<file path="config.mk">
export PLATFORM = sky130hd
export DESIGN_NAME = tcp_reno_congestion_window_unit_flat
export DESIGN_NICKNAME = d
export VERILOG_FILES = /design/src/tcrw_pkg.sv /design/src/tcrw_event_if.sv /design/src/tcrw_result_if.sv /design/src/tcrw_cfg_if.sv /design/src/tcrw_div.sv /design/src/tcp_reno_congestion_window_unit.sv /design/src/flat_wrapper.sv
export SDC_FILE = /design/constraint.sdc
export NUM_CORES = 2
export LEC_CHECK = 0
export BUFFER_PORTS_ARGS = -buffer_cell sky130_fd_sc_hd__buf_4
export CORE_MARGIN = 3
export CORE_UTILIZATION = 45
export DETAILED_ROUTE_END_ITERATION = 10
export PLACE_DENSITY_LB_ADDON = 0.15
export REMOVE_ABC_BUFFERS = 1
export SLEW_MARGIN = 30
export SYNTH_ARGS = -nofsm -noshare
export SYNTH_HDL_FRONTEND = slang
export SYNTH_SLANG_ARGS = --single-unit
</file>
<file path="constraint.sdc">
create_clock -name clk -period 12.12 [get_ports clk]
set_input_delay 1.212 -clock clk [delete_from_list [all_inputs] [get_ports clk]]
set_output_delay 1.212 -clock clk [all_outputs]
set_load 0.01 [all_outputs]
</file>
<file path="src/tcrw_pkg.sv">
// Shared types and constants for the TCP Reno congestion window unit.
package tcrw_pkg;

  localparam int unsigned CFG_IDX_W = 8;

  typedef enum logic {
    OP_ACK     = 1'b0,
    OP_TIMEOUT = 1'b1
  } op_t;

  typedef enum logic [1:0] {
    EV_NEW_ACK   = 2'd0,
    EV_DUP_ACK   = 2'd1,
    EV_STALE_ACK = 2'd2,
    EV_TIMEOUT   = 2'd3
  } kind_t;

  typedef enum logic [CFG_IDX_W-1:0] {
    REG_SEGMENT_SIZE      = 8'd0,
    REG_INITIAL_THRESHOLD = 8'd1
  } reg_idx_t;

  localparam logic [15:0] SEG_SIZE_RST = 16'd1024;
  localparam logic [31:0] INIT_THR_RST = 32'd65535;
  localparam logic [7:0]  DUP_MAX      = 8'd255;
  localparam logic [7:0]  DUP_FAST     = 8'd3;

  typedef enum logic [2:0] {
    ST_IDLE,
    ST_EVAL,
    ST_DIV,
    ST_REPAIR,
    ST_ALLOW,
    ST_HEAD,
    ST_POST
  } state_t;

  typedef struct packed {
    op_t         operation;
    logic [30:0] ack_number;
    logic [31:0] outstanding_bytes;
    logic [15:0] head_segment_size;
  } event_t;

  typedef struct packed {
    kind_t       event_kind;
    logic [31:0] send_allowance;
    logic        retransmit_request;
    logic [31:0] window_now;
    logic [31:0] threshold_now;
    logic [7:0]  duplicate_count;
  } result_t;

  typedef struct packed {
    logic [CFG_IDX_W-1:0] index;
    logic [31:0]          value;
  } cfg_word_t;

  typedef struct packed {
    logic busy;
    logic done;
  } div_stat_t;

endpackage

</file>
<file path="src/tcrw_event_if.sv">
// Event channel: ack and timeout words into the unit.
interface tcrw_event_if import tcrw_pkg::*; ();
  logic   valid;
  logic   ready;
  event_t data;

  modport source (output valid, output data, input ready);
  modport sink (input valid, input data, output ready);
endinterface

</file>
<file path="src/tcrw_result_if.sv">
// Result channel: window report words out of the unit.
interface tcrw_result_if import tcrw_pkg::*; ();
  logic    valid;
  logic    ready;
  result_t data;

  modport source (output valid, output data, input ready);
  modport sink (input valid, input data, output ready);
endinterface

</file>
<file path="src/tcrw_cfg_if.sv">
// Configuration write channel.
interface tcrw_cfg_if import tcrw_pkg::*; ();
  logic      valid;
  logic      ready;
  cfg_word_t data;

  modport source (output valid, output data, input ready);
  modport sink (input valid, input data, output ready);
endinterface

</file>
<file path="src/tcrw_div.sv">
// Iterative restoring divider, one quotient bit per cycle.
module tcrw_div import tcrw_pkg::*; (
  input  logic        clk,
  input  logic        rst,
  input  logic        start,
  input  logic [31:0] dividend,
  input  logic [31:0] divisor,
  output div_stat_t   stat,
  output logic [31:0] quotient
);

  logic [31:0] rem;
  logic [31:0] quo;
  logic [31:0] dvs;
  logic [4:0]  cnt;
  logic        busy;
  logic        done;
  logic [32:0] rem_sh;
  logic [32:0] rem_diff;
  logic        take;

  always_comb begin
    rem_sh   = {rem, quo[31]};
    rem_diff = rem_sh - {1'b0, dvs};
    take     = (rem_sh >= {1'b0, dvs});
  end

  always_ff @(posedge clk) begin
    if (rst) begin
      busy <= 1'b0;
      done <= 1'b0;
      cnt  <= '0;
    end else begin
      done <= 1'b0;
      if (start) begin
        busy <= 1'b1;
        cnt  <= '0;
      end else if (busy) begin
        cnt <= cnt + 5'd1;
        if (cnt == 5'd31) begin
          busy <= 1'b0;
          done <= 1'b1;
        end
      end
    end
  end

  always_ff @(posedge clk) begin
    if (start) begin
      rem <= '0;
      quo <= dividend;
      dvs <= divisor;
    end else if (busy) begin
      rem <= take ? rem_diff[31:0] : rem_sh[31:0];
      quo <= {quo[30:0], take};
    end
  end

  assign stat     = '{busy: busy, done: done};
  assign quotient = quo;

endmodule

</file>
<file path="src/tcp_reno_congestion_window_unit.sv">
// Top level: TCP Reno congestion window control with an iterative divider.
// After accept, timeouts, stale and plain duplicate acks pass from EVAL to POST; a new ack that
// needs no division adds ALLOW, a fast retransmit goes REPAIR, ALLOW and HEAD, and congestion
// avoidance waits in DIV for the 32-step divider loop. A new word is taken only once the result
// is raised, later while an earlier result waits.
// Synchronous reset loads window and allowance with 1024 and threshold with 65535.
module tcp_reno_congestion_window_unit import tcrw_pkg::*; (
  input  logic          clk,
  input  logic          rst,
  tcrw_event_if.sink    events,
  tcrw_result_if.source results,
  tcrw_cfg_if.sink      cfg
);

  state_t      state;
  state_t      state_next;

  logic [15:0] seg_size;
  logic [31:0] cwnd;
  logic [31:0] ssthresh;
  logic [30:0] last_ack;
  logic [7:0]  dup_cnt;
  logic        in_fr;
  logic [31:0] allowance;

  op_t         op;
  logic [30:0] ack;
  logic [31:0] queued;
  logic [15:0] head;
  kind_t       kind;
  logic        resend;

  logic        out_valid;
  result_t     out_data;

  logic        div_start;
  div_stat_t   div_stat;
  logic [31:0] quotient;
  logic [31:0] sq;

  logic        is_new;
  logic        is_dup;
  logic        slow;
  logic [7:0]  dup_inc;
  logic        fr_fire;
  logic [31:0] seg_ext;
  logic [31:0] backoff;
  logic [31:0] seg3;
  logic        cfg_wr;

  function automatic logic [31:0] sat_add(input logic [31:0] a, input logic [31:0] b);
    logic [32:0] s;
    s = {1'b0, a} + {1'b0, b};
    return s[32] ? 32'hFFFF_FFFF : s[31:0];
  endfunction

  function automatic logic [31:0] floor_sub(input logic [31:0] a, input logic [31:0] b);
    return (a > b) ? a - b : 32'd0;
  endfunction

  always_comb begin
    seg_ext = {16'd0, seg_size};
    sq      = seg_ext * seg_ext;
    seg3    = {15'd0, seg_size, 1'b0} + seg_ext;
    backoff = ((cwnd >> 1) > {15'd0, seg_size, 1'b0}) ? (cwnd >> 1)
                                                       : {15'd0, seg_size, 1'b0};
    is_new  = (op == OP_ACK) && (ack > last_ack);
    is_dup  = (op == OP_ACK) && (ack == last_ack);
    slow    = cwnd < ssthresh;
    dup_inc = (dup_cnt < DUP_MAX) ? dup_cnt + 8'd1 : DUP_MAX;
    fr_fire = is_dup && (dup_inc == DUP_FAST) && (queued != 32'd0);
    cfg_wr  = cfg.valid && cfg.ready;
  end

  tcrw_div u_div (
    .clk      (clk),
    .rst      (rst),
    .start    (div_start),
    .dividend (sq),
    .divisor  (cwnd),
    .stat     (div_stat),
    .quotient (quotient)
  );

  always_ff @(posedge clk) begin
    if (rst) begin
      state <= ST_IDLE;
    end else begin
      state <= state_next;
    end
  end

  always_comb begin
    state_next   = state;
    div_start    = 1'b0;
    events.ready = 1'b0;
    case (state)
      ST_IDLE: begin
        events.ready = 1'b1;
        if (events.valid) state_next = ST_EVAL;
      end
      ST_EVAL: begin
        if (op == OP_TIMEOUT) begin
          state_next = ST_POST;
        end else if (is_new) begin
          if (!in_fr && !slow && cwnd != 32'd0) begin
            div_start  = 1'b1;
            state_next = ST_DIV;
          end else begin
            state_next = ST_ALLOW;
          end
        end else if (fr_fire) begin
          state_next = ST_REPAIR;
        end else begin
          state_next = ST_POST;
        end
      end
      ST_DIV: begin
        if (div_stat.done) state_next = ST_ALLOW;
      end
      ST_REPAIR: state_next = ST_ALLOW;
      ST_ALLOW:  state_next = resend ? ST_HEAD : ST_POST;
      ST_HEAD:   state_next = ST_POST;
      ST_POST: begin
        if (!out_valid || results.ready) state_next = ST_IDLE;
      end
      default: state_next = ST_IDLE;
    endcase
  end

  // window state and config
  always_ff @(posedge clk) begin
    if (rst) begin
      seg_size  <= SEG_SIZE_RST;
      cwnd      <= {16'd0, SEG_SIZE_RST};
      ssthresh  <= INIT_THR_RST;
      last_ack  <= '0;
      dup_cnt   <= '0;
      in_fr     <= 1'b0;
      allowance <= {16'd0, SEG_SIZE_RST};
      out_valid <= 1'b0;
    end else begin
      if (state == ST_POST && (!out_valid || results.ready)) begin
        out_valid <= 1'b1;
      end else if (results.ready) begin
        out_valid <= 1'b0;
      end
      case (state)
        ST_EVAL: begin
          if (op == OP_TIMEOUT) begin
            allowance <= seg_ext;
            ssthresh  <= backoff;
            cwnd      <= seg_ext;
          end else if (is_new) begin
            dup_cnt  <= '0;
            last_ack <= ack;
            if (in_fr) begin
              cwnd  <= ssthresh;
              in_fr <= 1'b0;
            end else if (slow) begin
              cwnd <= sat_add(cwnd, seg_ext);
            end else if (cwnd == 32'd0) begin
              cwnd <= sq;
            end
          end else if (is_dup) begin
            dup_cnt <= dup_inc;
            if (fr_fire) begin
              in_fr    <= 1'b1;
              ssthresh <= backoff;
            end
          end
        end
        ST_DIV: begin
          if (div_stat.done) cwnd <= sat_add(cwnd, quotient);
        end
        ST_REPAIR: cwnd <= sat_add(ssthresh, seg3);
        ST_ALLOW:  allowance <= floor_sub(cwnd, queued);
        ST_HEAD:   allowance <= floor_sub(allowance, {16'd0, head});
        default: ;
      endcase
      if (cfg_wr) begin
        case (cfg.data.index)
          REG_SEGMENT_SIZE: begin
            seg_size  <= cfg.data.value[15:0];
            cwnd      <= {16'd0, cfg.data.value[15:0]};
            allowance <= {16'd0, cfg.data.value[15:0]};
          end
          REG_INITIAL_THRESHOLD: begin
            ssthresh <= cfg.data.value;
          end
          default: ;
        endcase
      end
    end
  end

  // captured event word, event kind, result word
  always_ff @(posedge clk) begin
    if (state == ST_IDLE && events.valid) begin
      op     <= events.data.operation;
      ack    <= events.data.ack_number;
      queued <= events.data.outstanding_bytes;
      head   <= events.data.head_segment_size;
    end
    if (state == ST_EVAL) begin
      resend <= fr_fire;
      if (op == OP_TIMEOUT) kind <= EV_TIMEOUT;
      else if (is_new)      kind <= EV_NEW_ACK;
      else if (is_dup)      kind <= EV_DUP_ACK;
      else                  kind <= EV_STALE_ACK;
    end
    if (state == ST_POST && (!out_valid || results.ready)) begin
      out_data.event_kind         <= kind;
      out_data.send_allowance     <= allowance;
      out_data.retransmit_request <= resend;
      out_data.window_now         <= cwnd;
      out_data.threshold_now      <= ssthresh;
      out_data.duplicate_count    <= dup_cnt;
    end
  end

  assign results.valid = out_valid;
  assign results.data  = out_data;
  // register writes only between events
  assign cfg.ready     = (state == ST_IDLE);

  a_div_start_idle: assert property (@(posedge clk) disable iff (rst)
    div_start |-> !div_stat.busy)
    else $error("divider restarted while busy");

  a_rtx_kind: assert property (@(posedge clk) disable iff (rst)
    (results.valid && results.data.retransmit_request) |->
      (results.data.event_kind == EV_DUP_ACK))
    else $error("retransmit on a non-duplicate event");

  a_rtx_count: assert property (@(posedge clk) disable iff (rst)
    (results.valid && results.data.retransmit_request) |->
      (results.data.duplicate_count == DUP_FAST))
    else $error("retransmit off the third duplicate");

  a_div_state: assert property (@(posedge clk) disable iff (rst)
    div_stat.busy |-> (state == ST_DIV))
    else $error("divider running outside its state");

endmodule

</file>
<file path="src/flat_wrapper.sv">
// flat-port wrapper written by rule: the top's interface ports become plain ports
module tcp_reno_congestion_window_unit_flat import tcrw_pkg::*;
  (clk, rst, events_valid, events_data, events_ready, results_valid, results_data, results_ready, cfg_valid, cfg_data, cfg_ready);
  tcrw_event_if events_i ();
  tcrw_result_if results_i ();
  tcrw_cfg_if cfg_i ();
  input  logic clk;
  input  logic rst;
  input wire logic [$bits(events_i.valid)-1:0] events_valid;
  input wire logic [$bits(events_i.data)-1:0] events_data;
  output wire logic [$bits(events_i.ready)-1:0] events_ready;
  output wire logic [$bits(results_i.valid)-1:0] results_valid;
  output wire logic [$bits(results_i.data)-1:0] results_data;
  input wire logic [$bits(results_i.ready)-1:0] results_ready;
  input wire logic [$bits(cfg_i.valid)-1:0] cfg_valid;
  input wire logic [$bits(cfg_i.data)-1:0] cfg_data;
  output wire logic [$bits(cfg_i.ready)-1:0] cfg_ready;
  assign events_i.valid = events_valid;
  assign events_i.data = events_data;
  assign events_ready = events_i.ready;
  assign results_valid = results_i.valid;
  assign results_data = results_i.data;
  assign results_i.ready = results_ready;
  assign cfg_i.valid = cfg_valid;
  assign cfg_i.data = cfg_data;
  assign cfg_ready = cfg_i.ready;
  tcp_reno_congestion_window_unit u_core (.clk(clk), .rst(rst), .events(events_i), .results(results_i), .cfg(cfg_i));
endmodule
</file>
* Word-level counts from Yosys, hierarchy flattened
Index checks and enable logic that the tools add are counted.
Widths: inputs -> output; s select.
** Word-level totals
- Bits in registers :: 449
- Word-level logic and storage cells :: 145
** Operators by class
- $add $sub $neg :: 9
- Multiply operators :: 1
- $lt $le $gt $ge :: 7
- Eq/ne operators :: 13
- Multiplexer cells :: 57
- Bitwise operators :: 2
- Reduce and logical (&&, ||, !) cells :: 29
** Operator list (count)
- $mux 32 :: 26
- $pmux 32 s3 :: 2
- $add 32x32->33 :: 2
- $reduce_bool 32->1 :: 2
- $sub 32x32->32 :: 2
- $add 32x16->33 :: 1
- $ge 33x32->1 :: 1
- $gt 32x16->1 :: 1
- $gt 32x32->1 :: 1
- $logic_not 32->1 :: 1
- $lt 32x32->1 :: 1
- $mul 16x16->32 :: 1
- $sub 32x16->32 :: 1
- $eq 31x31->1 :: 1
- $gt 31x17->1 :: 1
- $gt 31x31->1 :: 1
- $mux 31 :: 1
- $mux 8 :: 3
- $mux 3 :: 7
- $pmux 3 s7 :: 1
- $add 17x16->18 :: 1
- $mux 1 :: 14
- $eq 3x3->1 const B :: 3
- $logic_and 1x1->1 :: 9
- 21 further kinds :: 34

* Depth between registers and ports, before layout
- Word-level depth :: 12
- Mapped depth :: 28

* By module
A second synthesis with hierarchy kept.
** Unflattened totals
- Cell total of the unflattened synthesis :: 3972
- Area total of the unflattened synthesis :: 36475.0 µm²
** By module, submodules not included
- tcp_reno_congestion_window_unit :: instances 1, cells each 3389, area each 30614.4 µm², sequential area each 8828.5 µm²
- tcrw_div :: instances 1, cells each 583, area each 5860.6 µm², sequential area each 2702.6 µm²

* Least setup slack after synthesis
Ideal clock, no wire load.
- Path kind :: in2reg
- From :: input port results_ready
- To :: register u_core.out_data, in the netlist u_core.results.data[0], enable pin
- Setup time :: 726 ps
- Data arrival time :: 9059 ps
- Required time :: 11394 ps
- Path slack :: 2335 ps
- Stages :: 2
- Cells stage by stage :: nand2b_1 -> nor3b_1
** Between the ends
- Word-level cells in the longest chain between the ends :: 2
** RTL lines
- start: declaration :: line flat_wrapper.sv:14 : input wire logic [$bits(results_i.ready)-1:0] results_ready;
- $logic_or 1x1->1 :: line tcp_reno_congestion_window_unit.sv:212 : if (state == ST_POST && (!out_valid || results.ready)) begin
- $logic_and 1x1->1 :: line tcp_reno_congestion_window_unit.sv:212
- end: declaration :: line tcp_reno_congestion_window_unit.sv:34 : result_t out_data;
Every way passes these cells.
A chain may end at the register's enable or synchronous reset.

* Worst setup path after layout
- From :: register u_core.seg_size[0]
- To :: register u_core.cwnd[27]
** Between the ends
- Word-level cells in the longest chain between the ends :: 9
- Elaborated cells between the ends (all ways) :: 14
- Those cells by class :: 3 x add/sub; 1 x mul; 10 x mux
** RTL lines
- start: declaration :: line tcp_reno_congestion_window_unit.sv:18 : logic [15:0] seg_size;
- start signal: assignment :: line tcp_reno_congestion_window_unit.sv:184 : seg_size <= cfg.data.value[15:0];
- $mul 16x16->32 or $add 32x16->33 (tied branches) :: line tcp_reno_congestion_window_unit.sv:63, tcp_reno_congestion_window_unit.sv:53
- $mux 32, on equally long branches :: line tcp_reno_congestion_window_unit.sv:162, tcp_reno_congestion_window_unit.sv:54
- $mux 32 :: line tcp_reno_congestion_window_unit.sv:160 : end else if (slow) begin
- $mux 32 :: line tcp_reno_congestion_window_unit.sv:157 : if (in_fr) begin
- $mux 32 :: line tcp_reno_congestion_window_unit.sv:154 : end else if (is_new) begin
- $mux 32 :: line tcp_reno_congestion_window_unit.sv:150 : if (op == OP_TIMEOUT) begin
- $pmux 32 s3 * :: line tcp_reno_congestion_window_unit.sv:148 : case (state)
- $mux 32 :: line tcp_reno_congestion_window_unit.sv:182 : case (cfg.data.index)
- $mux 32 * :: line tcp_reno_congestion_window_unit.sv:181 : if (cfg_wr) begin
- end signal: assignment :: line tcp_reno_congestion_window_unit.sv:153 : cwnd <= seg_ext;
- end signal: assignment :: line tcp_reno_congestion_window_unit.sv:158 : cwnd <= ssthresh;
- end signal: assignment :: line tcp_reno_congestion_window_unit.sv:185 : cwnd <= {16'd0, cfg.data.value[15:0]};
- end: declaration :: line tcp_reno_congestion_window_unit.sv:19 : logic [31:0] cwnd;
Mark *: on every way between the ends. The rest lies on a longest branch, timed or not.

==> impl_metrics.yaml <==
sta:
  setup_viol_count_final: 0
  setup_tns_ns: 0
  final.min_clock_period_ns: 8.20
  fin_ws_ns: 3.92
  skew_ns: 0.0711
  drv_slew: 0
  rsz0062_at_grt: "false"
  clock.fmax_mhz: 122
  holdWs_ns: 0.426
  finalCritPeriodShare_pct: 67.6
  relSlewSlack_pct: 29.7
  hold_violations: 0
  worstMarginPinSlew_ns: 1.05
synth:
  async_flop_share_pct: 0
  ys_types: 91
  synth_edf_count: 254
  netlist_instances: 3960
  synthFlopType: "edfxtp_1"
  synthesis.area_mm2: 0.0358
  ys_ff_latch: 449
  yosysWarnings: 0
  ys_seq_area_share_pct: 32.2
  avgSynthCellArea_um2: 9.04
floorplanning:
  num_rows: 102
  start_util_pct: 45.8
  die_h_um: 288
  chipWidth_um: 288
  io_pins: 235
  die_area_mm2: 0.0830
  core_area_mm2: 0.0781
clock_tree:
  cts_sinks: 449
  clock-root-buffer: "clkbuf_16"
  clock_latency_ns: 0.65
  ctsHtreeMaxLevel: 2
  cts_resized: 0
  cts.clk_slew.worst_paths_ns: 0.07
  postCtsHoldBufs: 0
  cts_made_buffers: 51
  cts_buffer_depth: 3
  post_cts_buffers: 0
  cts_tree: "built"
critical_path:
  critPathSlowestCell: "dfxtp_1"
  cp.arrival_ns: 8.67
  r2r_start: "u_core.seg_size[0]"
  start_kind: "register"
  r2r_end: "u_core.cwnd[27]"
  critical_path.max_fanout: 17
  reg2reg_depth: 25
  crit_type: "register to register"
  critPathTopFamily: "adder cells"
  crit_top_cell: "fa_1"
  crit_buf_inv: 5
  cp-end-kind: "register"
  max_stage_delay_ns: 0.78
  r2r_slack_ns: 3.92
  required_ns: 12.59
route:
  firstDrtPassIters: 8
  wl_per_cell_um: 22.9
  viasPerCell: 5.87
  drt_iter0_drc: 2930
  vias: 30887
  wirelength_um: 120000
  ant_nets: 0
  drc_errors: 0
finish:
  final_nets: 4826
  layout-drive-gt1-share_pct: 11.4
  syn2layout_area_growth_pct: 13.7
  regArea_mm2: 0.0115
  fill_cells: 7399
  multi_input_area_mm2: 0.0220
  utilization_pct: 52.1
global_route:
  first_global_vias: 29659
  antenna_found_initial: 5
  grt_overflow: 0
  grt_pass1_wl_um: 183000
  grt_usage_pct: 28.7
  grt_start_max_net_pins: 69
power:
  power_density_mw_per_mm2: 154
  p_leak_nw: 18.2
  total_power_mw: 6.29
  peakVddDrop_uv: 122
placed_design:
  dp.final_hpwl_um: 91500
  port_buffers: 234
  place.gp.congestion: 0.948
  pre_cts_slack_ns: 3.96
min_path:
  holdPathStages: 0
  min_path_type: "register to register"
  min_from: "u_core.kind[1]"
  min_to: "u_core.results.data[106]"
job:
  maxCapViolations: 0
outcome:
  outcome: "finished clean"
==> cell families after synthesis <==
logic type | share of synthesized area, %
compound gates | 19.6
xor+xnor | 4.50
fa+ha+maj | 21.9
buf+inv | 6.58
flops | 32.2
mux | 1.87
simple gates | 13.3
==> layout make-up <==
type	count	area share (%)
multi-input combinational	2891	54.0
sequential	449	28.3
timing repair buffer	316	5.87
inverter	469	4.32
clock buffer	59	3.26
tap	1040	3.20
clock inverter	37	1.02
antenna	5	0.0307
==> where the power goes <==
| group | internal [mW] | leakage [nW] | total, mW | switching, mW |
|---|---|---|---|---|
| combinational | 0.991 | 13.4 | 2.61 | 1.62 |
| sequential | 1.88 | 3.93 | 2.07 | 0.192 |
| clock | 0.891 | 0.803 | 1.61 | 0.719 |
==> routing by layer <==
metal  global-route usage, %  vias up  part of all wire, %
li1                        -    14535                    -
met1                    41.2    14884                   45
met2                    45.0     1237                   45
met3                    3.54      227                  7.5
met4                    9.04        4                  3.0
met5                       0        -                0.019
==> per-stage QoR <==
step	instances	area (um^2)
finish	5266	40700
detailed placement	5164	38900
global placement	5164	38900
floorplan	3809	35200
global route	5265	40700
CTS	5260	40700
==> state kept, by name, indices dropped and copies added (netlist names), 2 cells and up <==
| name | flops |
|---|---|
| u_core.u_div.cnt | 5 |
| u_core.ssthresh | 32 |
| u_core.ack | 31 |
| u_core.dup_cnt | 8 |
| u_core.queued | 32 |
| u_core.kind | 2 |
| u_core.u_div.quotient | 32 |
| u_core.cwnd | 32 |
| u_core.results.data | 107 |
| u_core.seg_size | 16 |
| u_core.last_ack | 31 |
| u_core.head | 16 |
| u_core.u_div.rem | 32 |
| u_core.u_div.dvs | 32 |
| u_core.allowance | 32 |
| u_core.state | 3 |
==> placed cells by master, fill, tap and decap left out, drive strengths merged, types with 115 or more instances in the layout <==
master,netlist,final
nand2,337,337
dfxtp,195,195
edfxtp,254,254
ha,351,351
inv,460,466
o21ai,224,224
xnor2,115,115
a21oi,356,356
fa,172,172
nor2,278,278
buf,27,316
==> cells in the mapped netlist, types with 33 or more instances <==
cell	n	area, um^2
nand2_1	336	1260
nor2b_1	35	219
o21ai_0	221	1110
o21a_1	34	255
and3_1	33	206
fa_1	172	3440
nor2_1	278	1040
mux2i_1	51	510
edfxtp_1	254	7630
clkbuf_1	124	465
a21oi_1	355	1780
o211ai_1	40	300
inv_1	460	1730
xnor2_1	115	1010
ha_1	351	4390
a21o_1	85	638
nand3_1	68	340
dfxtp_1	195	3900
xor2_1	69	604
nor3_1	80	400
a31oi_1	47	294
a211oi_1	76	571
==> worst max-delay path by stage <==
| stage | from | end | slack [ns] | cells after the start |
|---|---|---|---|---|
| 2_1_floorplan | results_ready | u_core.results.data[0] | 2.34 | 2 |
| 3_3_place_gp | u_core.seg_size[3] | u_core.cwnd[26] | 4.13 | 23 |
| 3_5_place_dp | u_core.seg_size[3] | u_core.cwnd[30] | 3.96 | 23 |
| 4_1_cts | u_core.seg_size[3] | u_core.cwnd[30] | 3.92 | 23 |
| 5_1_grt | u_core.seg_size[3] | u_core.cwnd[30] | 3.59 | 23 |
| 6_report | u_core.seg_size[0] | u_core.cwnd[27] | 3.92 | 25 |
Note: power is estimated with default switching activity, not from simulation.
